**config.mk**
```make
export PLATFORM = sky130hd
export DESIGN_NAME = file_list_entry_parser
export DESIGN_NICKNAME = d
export VERILOG_FILES = /design/src/rtl/flep_pkg.sv /design/src/rtl/flep_core.sv /design/src/rtl/file_list_entry_parser.sv
export SDC_FILE = /design/constraint.sdc
export NUM_CORES = 2
export LEC_CHECK = 0
export BUFFER_PORTS_ARGS = -buffer_cell sky130_fd_sc_hd__buf_2
export CAP_MARGIN = 30
export CELL_PAD_IN_SITES_DETAIL_PLACEMENT = 1
export CELL_PAD_IN_SITES_GLOBAL_PLACEMENT = 1
export CORE_MARGIN = 2
export CORE_UTILIZATION = 40
export DETAILED_ROUTE_END_ITERATION = 12
export PLACE_DENSITY = 0.81
export SLEW_MARGIN = 5
export SYNTH_ARGS = -nofsm -noshare
export SYNTH_HDL_FRONTEND = slang
export SYNTH_SLANG_ARGS = --single-unit
```
**constraint.sdc**
```tcl
create_clock -name aclk -period 8.55 [get_ports aclk]
set_input_delay 0.855 -clock aclk [delete_from_list [all_inputs] [get_ports aclk]]
set_output_delay 0.855 -clock aclk [all_outputs]
set_load 0.02 [all_outputs]
```
**src/rtl/flep_pkg.sv**
```systemverilog
// Package for the file list entry parser: parse phase codes and character constants.
// Has no dependencies; used by flep_core and file_list_entry_parser.
package flep_pkg;

    localparam int PHASE_W = 3;

    localparam logic [PHASE_W-1:0] PH_TYPE    = 3'd0;
    localparam logic [PHASE_W-1:0] PH_QUOTE   = 3'd1;
    localparam logic [PHASE_W-1:0] PH_NAME    = 3'd2;
    localparam logic [PHASE_W-1:0] PH_ESC     = 3'd3;
    localparam logic [PHASE_W-1:0] PH_NAMEEND = 3'd4;
    localparam logic [PHASE_W-1:0] PH_SIZE    = 3'd5;
    localparam logic [PHASE_W-1:0] PH_TIME    = 3'd6;
    localparam logic [PHASE_W-1:0] PH_EXTRA   = 3'd7;

    localparam logic [7:0] CH_F       = 8'h66;
    localparam logic [7:0] CH_D       = 8'h64;
    localparam logic [7:0] CH_QUOTE   = 8'h22;
    localparam logic [7:0] CH_BSLASH  = 8'h5C;
    localparam logic [7:0] CH_NL      = 8'h0A;
    localparam logic [7:0] CH_HASH    = 8'h23;
    localparam logic [7:0] CH_SPACE   = 8'h20;

    localparam logic KIND_NAME  = 1'b0;
    localparam logic KIND_ENTRY = 1'b1;

    // Number of results one input byte produces.
    typedef logic [1:0] push_cnt_t;

endpackage

```
**src/rtl/flep_core.sv**
```systemverilog
// Parser state machine of the file list entry parser: takes one byte per transfer
// and produces up to two packed result records. Depends on flep_pkg.
module flep_core #(
    parameter int VALUE_WIDTH = 64,
    parameter int REC_W       = 12 + 2 * VALUE_WIDTH
) (
    input  logic                  aclk,
    input  logic                  aresetn,
    input  logic                  in_accept,
    input  logic [7:0]            in_byte,
    output flep_pkg::push_cnt_t   push_cnt,
    output logic [REC_W-1:0]      rec0,
    output logic [REC_W-1:0]      rec1
);

    localparam int VW = VALUE_WIDTH;

    logic [flep_pkg::PHASE_W-1:0] phase_reg, phase_next;
    logic                         dir_reg, dir_next;
    logic                         err_reg, err_next;
    logic [VW-1:0]                size_reg, size_next;
    logic [VW-1:0]                time_reg, time_next;
    logic                         started_reg, started_next;
    logic                         stopped_reg, stopped_next;

    logic [VW-1:0] num_acc_in, num_acc_out;
    logic          num_started_in, num_started_out;
    logic          num_stopped_in, num_stopped_out;
    logic          is_digit;
    logic [REC_W-1:0] r0, r1;
    flep_pkg::push_cnt_t n;

    function automatic logic [REC_W-1:0] name_rec(input logic [7:0] b);
        logic [REC_W-1:0] r;
        r = '0;
        r[0] = flep_pkg::KIND_NAME;
        r[8:1] = b;
        return r;
    endfunction

    function automatic logic [REC_W-1:0] entry_rec(
        input logic dir, input logic err, input logic [VW-1:0] sz, input logic [VW-1:0] tm
    );
        logic [REC_W-1:0] r;
        r = '0;
        r[0] = flep_pkg::KIND_ENTRY;
        r[9] = dir;
        r[9+VW:10] = dir ? '0 : sz;
        r[9+2*VW:10+VW] = dir ? '0 : tm;
        r[10+2*VW] = err;
        return r;
    endfunction

    // Decimal accumulation shared by the size and time fields.
    always_comb begin
        if (phase_reg == flep_pkg::PH_NAMEEND) begin
            num_acc_in     = '0;
            num_started_in = 1'b0;
            num_stopped_in = 1'b0;
        end else begin
            num_acc_in     = (phase_reg == flep_pkg::PH_TIME) ? time_reg : size_reg;
            num_started_in = started_reg;
            num_stopped_in = stopped_reg;
        end
        is_digit        = in_byte inside {[8'h30:8'h39]};
        num_acc_out     = num_acc_in;
        num_started_out = num_started_in;
        num_stopped_out = num_stopped_in;
        if (!num_stopped_in && !(!num_started_in && in_byte == flep_pkg::CH_SPACE)) begin
            if (is_digit) begin
                num_acc_out = (num_acc_in << 3) + (num_acc_in << 1)
                              + {{(VW-4){1'b0}}, in_byte[3:0]};
                num_started_out = 1'b1;
            end else begin
                num_stopped_out = 1'b1;
            end
        end
    end

    always_comb begin
        phase_next   = phase_reg;
        dir_next     = dir_reg;
        err_next     = err_reg;
        size_next    = size_reg;
        time_next    = time_reg;
        started_next = started_reg;
        stopped_next = stopped_reg;
        r0 = '0;
        r1 = '0;
        n  = 2'd0;
        case (phase_reg)
            flep_pkg::PH_TYPE: begin
                dir_next   = (in_byte == flep_pkg::CH_D);
                err_next   = (in_byte != flep_pkg::CH_F) && (in_byte != flep_pkg::CH_D);
                phase_next = flep_pkg::PH_QUOTE;
            end
            flep_pkg::PH_QUOTE: begin
                phase_next = flep_pkg::PH_NAME;
            end
            flep_pkg::PH_NAME: begin
                if (in_byte == flep_pkg::CH_QUOTE) begin
                    phase_next = flep_pkg::PH_NAMEEND;
                end else if (in_byte == flep_pkg::CH_BSLASH) begin
                    phase_next = flep_pkg::PH_ESC;
                end else begin
                    r0 = name_rec(in_byte);
                    n  = 2'd1;
                end
            end
            flep_pkg::PH_ESC: begin
                if (in_byte != flep_pkg::CH_QUOTE && in_byte != flep_pkg::CH_BSLASH) begin
                    r0 = name_rec(flep_pkg::CH_BSLASH);
                    r1 = name_rec(in_byte);
                    n  = 2'd2;
                end else begin
                    r0 = name_rec(in_byte);
                    n  = 2'd1;
                end
                phase_next = flep_pkg::PH_NAME;
            end
            flep_pkg::PH_NAMEEND: begin
                if (in_byte == flep_pkg::CH_QUOTE) begin
                    r0 = name_rec(flep_pkg::CH_QUOTE);
                    r1 = name_rec(flep_pkg::CH_QUOTE);
                    n  = 2'd2;
                    phase_next = flep_pkg::PH_NAME;
                end else if (dir_reg) begin
                    if (in_byte == flep_pkg::CH_NL) begin
                        r0 = entry_rec(dir_reg, err_reg, size_reg, time_reg);
                        n  = 2'd1;
                        phase_next   = flep_pkg::PH_TYPE;
                        dir_next     = 1'b0;
                        err_next     = 1'b0;
                        size_next    = '0;
                        time_next    = '0;
                        started_next = 1'b0;
                        stopped_next = 1'b0;
                    end else begin
                        phase_next = flep_pkg::PH_EXTRA;
                    end
                end else begin
                    size_next    = num_acc_out;
                    started_next = num_started_out;
                    stopped_next = num_stopped_out;
                    phase_next   = flep_pkg::PH_SIZE;
                end
            end
            flep_pkg::PH_SIZE: begin
                if (in_byte == flep_pkg::CH_SPACE) begin
                    time_next    = '0;
                    started_next = 1'b0;
                    stopped_next = 1'b0;
                    phase_next   = flep_pkg::PH_TIME;
                end else begin
                    size_next    = num_acc_out;
                    started_next = num_started_out;
                    stopped_next = num_stopped_out;
                end
            end
            flep_pkg::PH_TIME: begin
                if (in_byte == flep_pkg::CH_NL) begin
                    r0 = entry_rec(dir_reg, err_reg, size_reg, time_reg);
                    n  = 2'd1;
                    phase_next   = flep_pkg::PH_TYPE;
                    dir_next     = 1'b0;
                    err_next     = 1'b0;
                    size_next    = '0;
                    time_next    = '0;
                    started_next = 1'b0;
                    stopped_next = 1'b0;
                end else if (in_byte == flep_pkg::CH_HASH) begin
                    phase_next = flep_pkg::PH_EXTRA;
                end else begin
                    time_next    = num_acc_out;
                    started_next = num_started_out;
                    stopped_next = num_stopped_out;
                end
            end
            default: begin
                if (in_byte == flep_pkg::CH_NL) begin
                    r0 = entry_rec(dir_reg, err_reg, size_reg, time_reg);
                    n  = 2'd1;
                    phase_next   = flep_pkg::PH_TYPE;
                    dir_next     = 1'b0;
                    err_next     = 1'b0;
                    size_next    = '0;
                    time_next    = '0;
                    started_next = 1'b0;
                    stopped_next = 1'b0;
                end
            end
        endcase
        // The final result of a transfer carries the last flag.
        if (n == 2'd1) begin
            r0[11+2*VW] = 1'b1;
        end else if (n == 2'd2) begin
            r1[11+2*VW] = 1'b1;
        end
    end

    assign push_cnt = in_accept ? n : 2'd0;
    assign rec0     = r0;
    assign rec1     = r1;

    always_ff @(posedge aclk) begin
        if (!aresetn) begin
            phase_reg   <= flep_pkg::PH_TYPE;
            dir_reg     <= 1'b0;
            err_reg     <= 1'b0;
            size_reg    <= '0;
            time_reg    <= '0;
            started_reg <= 1'b0;
            stopped_reg <= 1'b0;
        end else if (in_accept) begin
            phase_reg   <= phase_next;
            dir_reg     <= dir_next;
            err_reg     <= err_next;
            size_reg    <= size_next;
            time_reg    <= time_next;
            started_reg <= started_next;
            stopped_reg <= stopped_next;
        end
    end

endmodule

```
**src/rtl/file_list_entry_parser.sv**
```systemverilog
// Top level of the file list entry parser: parser core and a four-entry result queue.
// Depends on flep_pkg and flep_core.
//
//  Channel | Direction | tdata                                         | tuser    | tlast
//  s_      | in        | in_byte                                       | -        | -
//  m_      | out       | name_byte, is_dir, file_size, mod_time, error | out_kind | last
//
// One input byte is taken every cycle while the result queue has room for two results.
// A byte's results are registered in the queue before they reach the m_ side.
// A byte that yields two results is presented on the output as two successive transfers.
// Reset is synchronous and returns the parser to expecting a type byte with an empty queue.
// Stalls on the m_ side fill the queue and then hold off s_tready.
module file_list_entry_parser #(
    parameter int VALUE_WIDTH = 64
) (
    input  logic                  aclk,
    input  logic                  aresetn,
    input  logic                  s_tvalid,
    output logic                  s_tready,
    input  logic [7:0]            s_tdata,  // in_byte
    output logic                  m_tvalid,
    input  logic                  m_tready,
    // name_byte, is_dir, file_size, mod_time, type_error, zero padding
    output logic [((10 + 2 * VALUE_WIDTH + 7) / 8) * 8 - 1:0] m_tdata,
    output logic                  m_tuser,  // out_kind
    output logic                  m_tlast   // last
);

    localparam int VW      = VALUE_WIDTH;
    localparam int REC_W   = 12 + 2 * VW;
    localparam int DATA_W  = ((10 + 2 * VW + 7) / 8) * 8;
    localparam int Q_DEPTH = 4;
    localparam int PTR_W   = $clog2(Q_DEPTH);
    localparam int CNT_W   = PTR_W + 1;

    logic                 in_accept;
    flep_pkg::push_cnt_t  push_cnt;
    logic [REC_W-1:0]     rec0, rec1;

    logic [REC_W-1:0]     q_mem [Q_DEPTH];
    logic [PTR_W-1:0]     wr_ptr_reg, wr_ptr_next;
    logic [PTR_W-1:0]     rd_ptr_reg, rd_ptr_next;
    logic [CNT_W-1:0]     count_reg, count_next;
    logic                 pop;
    logic [REC_W-1:0]     head;

    assign s_tready  = (count_reg <= CNT_W'(Q_DEPTH - 2));
    assign in_accept = s_tvalid && s_tready;

    flep_core #(
        .VALUE_WIDTH (VW),
        .REC_W       (REC_W)
    ) u_core (
        .aclk      (aclk),
        .aresetn   (aresetn),
        .in_accept (in_accept),
        .in_byte   (s_tdata),
        .push_cnt  (push_cnt),
        .rec0      (rec0),
        .rec1      (rec1)
    );

    assign pop  = m_tvalid && m_tready;
    assign head = q_mem[rd_ptr_reg];

    always_comb begin
        wr_ptr_next = wr_ptr_reg + PTR_W'(push_cnt);
        rd_ptr_next = rd_ptr_reg + PTR_W'(pop);
        count_next  = count_reg + CNT_W'(push_cnt) - CNT_W'(pop);
    end

    always_ff @(posedge aclk) begin
        if (!aresetn) begin
            wr_ptr_reg <= '0;
            rd_ptr_reg <= '0;
            count_reg  <= '0;
        end else begin
            wr_ptr_reg <= wr_ptr_next;
            rd_ptr_reg <= rd_ptr_next;
            count_reg  <= count_next;
        end
    end

    always_ff @(posedge aclk) begin
        if (push_cnt != 2'd0) begin
            q_mem[wr_ptr_reg] <= rec0;
        end
        if (push_cnt == 2'd2) begin
            q_mem[wr_ptr_reg + PTR_W'(1)] <= rec1;
        end
    end

    assign m_tvalid = (count_reg != '0);
    assign m_tuser  = head[0];
    assign m_tlast  = head[11+2*VW];
    assign m_tdata  = DATA_W'(head[10+2*VW:1]);

endmodule
```
==> After elaboration in Yosys (flattened, before gate mapping) <==
Memories as Yosys holds them, arrays and structs flattened. A register that Yosys moved wholly into a read port is not among the register bits.
Index checks and enable logic that the tools add are counted.
{ "op_classes": {"bitwise_logic": 2, "order_cmp": 3, "eq_ne": 26, "muxes": 84, "add_sub_neg": 7, "n_reduce_logical": 25} }
{ "op_table": {"columns": ["operator", "count"], "rows": [
  ["$mux 64", 16],
  ["$pmux 140 s4", 1],
  ["$mux 140", 3],
  ["$pmux 140 s2", 1],
  ["$mux 139", 2],
  ["$pmux 64 s4", 1],
  ["$pmux 64 s3", 1],
  ["$add 64x4->64", 1],
  ["$add 64x64->64", 1],
  ["$mux 1", 34],
  ["$mux 3", 9],
  ["$mux 9", 3],
  ["$eq 8x6->1 const B", 3],
  ["$ne 8x7->1 const B", 3],
  ["$pmux 3 s6", 1],
  ["$eq 8x7->1 const B", 2],
  ["$reduce_and 4->1", 4],
  ["$mux 2", 6],
  ["$eq 3x3->1 const B", 3],
  ["$eq 8x4->1 const B", 1],
  ["$ge 8x6->1 const B", 1],
  ["$le 8x6->1 const B", 1],
  ["$ne 8x6->1 const B", 1],
  ["$pmux 1 s4", 2],
  ["other kinds (29)", 46]
]} }
{ "word_totals": {"in_bits": 12, "mem_count": 1, "ram_bits": 560, "ff_bits": 142} }
{ "mem_list": {"columns": ["name", "words", "width", "read_ports", "rd_clocked_by_memory_dff", "write_ports", "line", "text"], "rows": [
  ["q_mem", 4, 140, 1, 1, 2, "file_list_entry_parser.sv:40", "logic [REC_W-1:0] q_mem [Q_DEPTH];"]
]} }

==> Depth between registers and ports, before layout <==
{ "depth": {"depth_word": 10, "mapped_depth": 19, "mapped_depth_nobuf": 17} }

==> Modules after synthesis <==
Synthesis repeated with hierarchy kept, for this count alone.
{ "unflattened": {"cells_unflattened": 3248, "area_unflattened_um2": 40888.0} }
{ "by_module_without_submodules": {"columns": ["module", "n_inst", "cells_each", "area_per_inst_um2", "seq_area_each_um2"], "rows": [
  ["file_list_entry_parser", 1, 1408, 27794.2, 16956.3],
  ["flep_core", 1, 1840, 13093.8, 2702.6]
]} }

==> Worst setup path before layout <==
No wires, ideal clock.
{ "synth_path": {"path_kind": "register to register", "from": "register u_core.phase_reg[2] (netlist name)", "to": "register u_core.size_reg[59]", "setup_ps": 122, "arrival_time_ps": 4438, "n_path_buf": 4, "slack_ps": 3990, "path_stages_with_launch": 18, "required_time_ps": 8428, "path_cell_list": "dfxtp_1 -> clkbuf_1 -> clkbuf_1 -> and2_0 -> clkbuf_1 -> clkbuf_1 -> a21oi_1 -> ha_1 -> ha_1 -> a21oi_1 -> a21bo_2 -> a221oi_1 -> a21oi_1 -> a211oi_1 -> nor3_1 -> a221oi_1 -> xnor2_1 -> a221o_1"} }
{ "synth_between": {"elab_chain_len": 10} }
{ "synth_rtl": {"columns": ["element", "line", "text"], "rows": [
  ["start: declaration", "flep_core.sv:18", "logic [flep_pkg::PHASE_W-1:0] phase_reg, phase_next;"],
  ["start signal: assignment", "flep_core.sv:207", "phase_reg <= flep_pkg::PH_TYPE;"],
  ["start signal: assignment", "flep_core.sv:215", "phase_reg <= phase_next;"],
  ["$eq 3x3->1, on equally long branches", "flep_core.sv:61, flep_core.sv:91, flep_core.sv:56", null],
  ["$mux 64 or $mux 1 (tied branches)", "flep_core.sv:61, flep_core.sv:56", null],
  ["$mux 64 or $logic_not 1->1 (tied branches)", "flep_core.sv:56, flep_core.sv:69", null],
  ["$add 64x64->64 or $logic_and 1x1->1 (tied branches)", "flep_core.sv:71, flep_core.sv:69", null],
  ["$add 64x4->64 or $logic_not 1->1 (tied branches)", "flep_core.sv:72, flep_core.sv:69", null],
  ["$mux 64 or $logic_and 1x1->1 (tied branches)", "flep_core.sv:70, flep_core.sv:69", null],
  ["$mux 64", "flep_core.sv:69", "if (!num_stopped_in && !(!num_started_in && in_byte == flep_pkg::CH_SPACE)) begin"],
  ["$mux 64", "flep_core.sv:127", "end else if (dir_reg) begin"],
  ["$mux 64", "flep_core.sv:122", "if (in_byte == flep_pkg::CH_QUOTE) begin"],
  ["$pmux 64 s3", "flep_core.sv:91", "case (phase_reg)"],
  ["end signal: assignment", "flep_core.sv:218", "size_reg <= size_next;"],
  ["end: declaration", "flep_core.sv:21", "logic [VW-1:0] size_reg, size_next;"]
]} }
Several ways; a longest one is shown, not always the timed one. The select of a mux whose other input is x is not followed.
A chain may end at the register's enable or synchronous reset.

==> Worst setup path in the final report <==
{ "layout_path": {"from": "register u_core.phase_reg[1] (netlist name)", "to": "register u_core.size_reg[58]"} }
Same word-level chain as after synthesis.

==> results.ini <==
[layout]
nFillCells=10300
final_common_cell=nand2_1
fin_cells=5338
drive_gt1_share_pct=12.2
final_cell_mix=nand2_1, a21oi_1, dfxtp_1
syn2layout_area_growth_pct=11.4
largest_register_ffs=560
n_antenna_cell=0
final_core_util_pct=45.0
fin_nets=4262
fin_area_sq_mm=0.0391

[synthesis]
synthAdderAreaFrac_pct=4.70
synth_top_family_by_area=simple AND/OR/NAND/NOR gates
ys_ff_latch=702
synth_enable_flop_cells=36
synth_mux_area_share_pct=9.70
synth-compound-area-share_pct=17.2
synthArstFlopShare_pct=0
synth_ff_type=dfxtp_1
synthXorXnorAreaFrac_pct=1.45
syn_area_per_cell_sq_um=8.34
yosys_warnings=0
synthCells=4207
yosys.area_share.simple_pct=20.9
syn_area_sq_mm=0.0351
ys_types=79
ys_seq_area_share_pct=41.1

[sta]
timing.final.crit_share_pct=70.8
holdWs_ps=449
rsz0062_at_grt=false
fin_tns_setup_ps=0
maxSlewViolCount=0
finalHoldViolCount=0
skew_ps=30.4
fmax_mhz=165
setup_viol=0
min_period_ps=6060
final.setup.worst_slack_ps=2490
slew_headroom_pct=23.1
tightest_slew_ps=1150

[place]
place.gp.congestion=0.963
port_buffers=153
place_inst=5190
place_area_sq_mm=0.0362
hpwl_mm=81.1
preCtsSetupSlack_ps=2760

[clocking]
cts_tree=built
clockBufferDepth=3
clk_pin_slew_ps=60
postCtsHoldBufs=0
ctsResizeCount=0
clk_latency_ps=670
postCtsSetupBuffers=0
h-tree-depth=3
root_buffer=clkbuf_16
cts_buffers=79
cts.sinks=702

[critical_path]
critical_path.top_delay_family=simple AND/OR/NAND/NOR gates
cp_cell_sequence=nand2_1, nor2_4, buf_4, nand2_1, a21oi_1, ha_1, ha_1, nand2_1, or3_1, nor2_1, nand2_1, a2111oi_0, nor3_1, o31ai_1, xnor2_1, o21ai_0
worst-setup-path-type=flop to flop
worstSetupEndpointType=flop
cpMaxStageDelayCell=dfxtp_1
cp_slowest_stage_delay_ps=720
crit_top_cell=nand2_1
cp.arrival_ps=6570
crit_path_start_kind=flop
path_max_fanout=28
path_buf_inv=1
worst_ep_required_time_ps=9060

[die]
io_pins=160
dieArea_sq_mm=0.0902
row_count=108
die_w_microns=300
initial_core_util_pct=40.4
die_h_microns=300
core_area_sq_mm=0.0869

[power_and_ir_drop]
pwr_density_cell_mw_per_mm2=198
ir_worst_vdd_v=0.000201
power.leakage_nw=14.2
power_mw=7.74

[drt]
first_pass_iters=5
avgViaCountPerCell=6.16
drt_wl_total_mm=130
vias=32900
drc=0
postRouteAntennaNets=0
wl_per_cell_microns=24.4
drt-initial-drc-count=3257

[flow_run]
maxCapViolCount=0

[global_route]
use_met2_pct=48.5
grt_overflow=0
busiest_layer=met2
grtUsageTotal_pct=28.4
grtUsageMet1_pct=36.7
antenna_found_initial=1
use_met3_pct=3.58
grt_max_degree=240
grt_pass1_wl_mm=201
grt_pass1_vias=33700

[hold_path]
hold_path_class=flop to flop

[outcome]
status=complete, no violations

[routing by layer]
metal  share of wire [%]  routed length (microns)
met5                   0                        0
met4                 3.3                     4300
met3                 6.6                     8620
met2                  49                    63200
met1                  42                    54100
[area by class of cell]
cell class                 instances  area [sq um]  share of cell area, %
clock buffer                     115          2330                   5.97
clock inverter                    29           454                   1.16
inverter                          28           105                  0.269
multi-input combinational       3106         19100                   48.8
sequential                       702         14400                   36.9
tap                             1155          1450                   3.69
timing repair buffer             203          1280                   3.27
[Yosys cell counts (all sizes together) (7+ instances only)]
cell	n	share of area, %
nand2	827	8.8
a21oi	703	10
dfxtp	666	38
nand3	540	7.7
clkbuf	223	2.4
nor2	162	1.8
buf	153	2.3
o21ai	142	2.0
mux4	140	9.0
ha	127	4.5
a21o	44	0.94
a22oi	37	0.79
xnor2	37	0.92
edfxtp	36	3.1
o22ai	31	0.57
inv	27	0.29
nand4	27	0.48
nor3	24	0.34
and2	23	0.41
mux2i	23	0.66
xor2	21	0.52
a2bb2oi	17	0.42
and3	14	0.25
o21bai	11	0.24
a31oi	10	0.18
nor2b	10	0.18
o21a	10	0.21
a211oi	9	0.19
or3	9	0.16
o211ai	8	0.17
o31ai	8	0.17
o221ai	7	0.17
[worst register-to-register path, delay by kind of cell (launching register included)]
kind                       cells  cell delay [ps]
AOI/OAI and AO/OA              4             1500
DFF                            1              720
and+or+nand+nor                8             2240
adders and majority gates      2              750
buffers and inverters          1              490
xor gates and xnor gates       1              210
[logic make-up after synthesis]
kind of cell	count (synthesis)
AND/OR/NAND/NOR	1667
AO/OA/AOI/OAI	1080
flip-flops	702
buffers and inverters	404
multiplexers	165
adder cells (fa/ha/maj)	130
XOR/XNOR	58
other	1
[report_power, final]
group / leakage (nW) / total, mW / internal [mW] / switching (mW)
Sequential: 5.71 / 3.36 / 3.31 / 0.0489
Combinational: 7.11 / 0.723 / 0.284 / 0.439
Clock: 1.37 / 3.66 / 2.16 / 1.50
[final timing paths]
path	from	endpoint	slack [ps]	depth (start not counted)
hold reg to reg	q_mem[1][137]$_SDFFE_PP0P_	q_mem[1][137]$_SDFFE_PP0P_	450	2
setup reg to reg	u_core.phase_reg[1]$_SDFFE_PN0P_	u_core.size_reg[58]$_SDFFE_PN0P_	2490	16
hold / removal	q_mem[1][137]$_SDFFE_PP0P_	q_mem[1][137]$_SDFFE_PP0P_	450	2
setup / recovery	u_core.phase_reg[1]$_SDFFE_PN0P_	u_core.size_reg[58]$_SDFFE_PN0P_	2490	16
No activity file was read; power rests on OpenSTA's default activity.
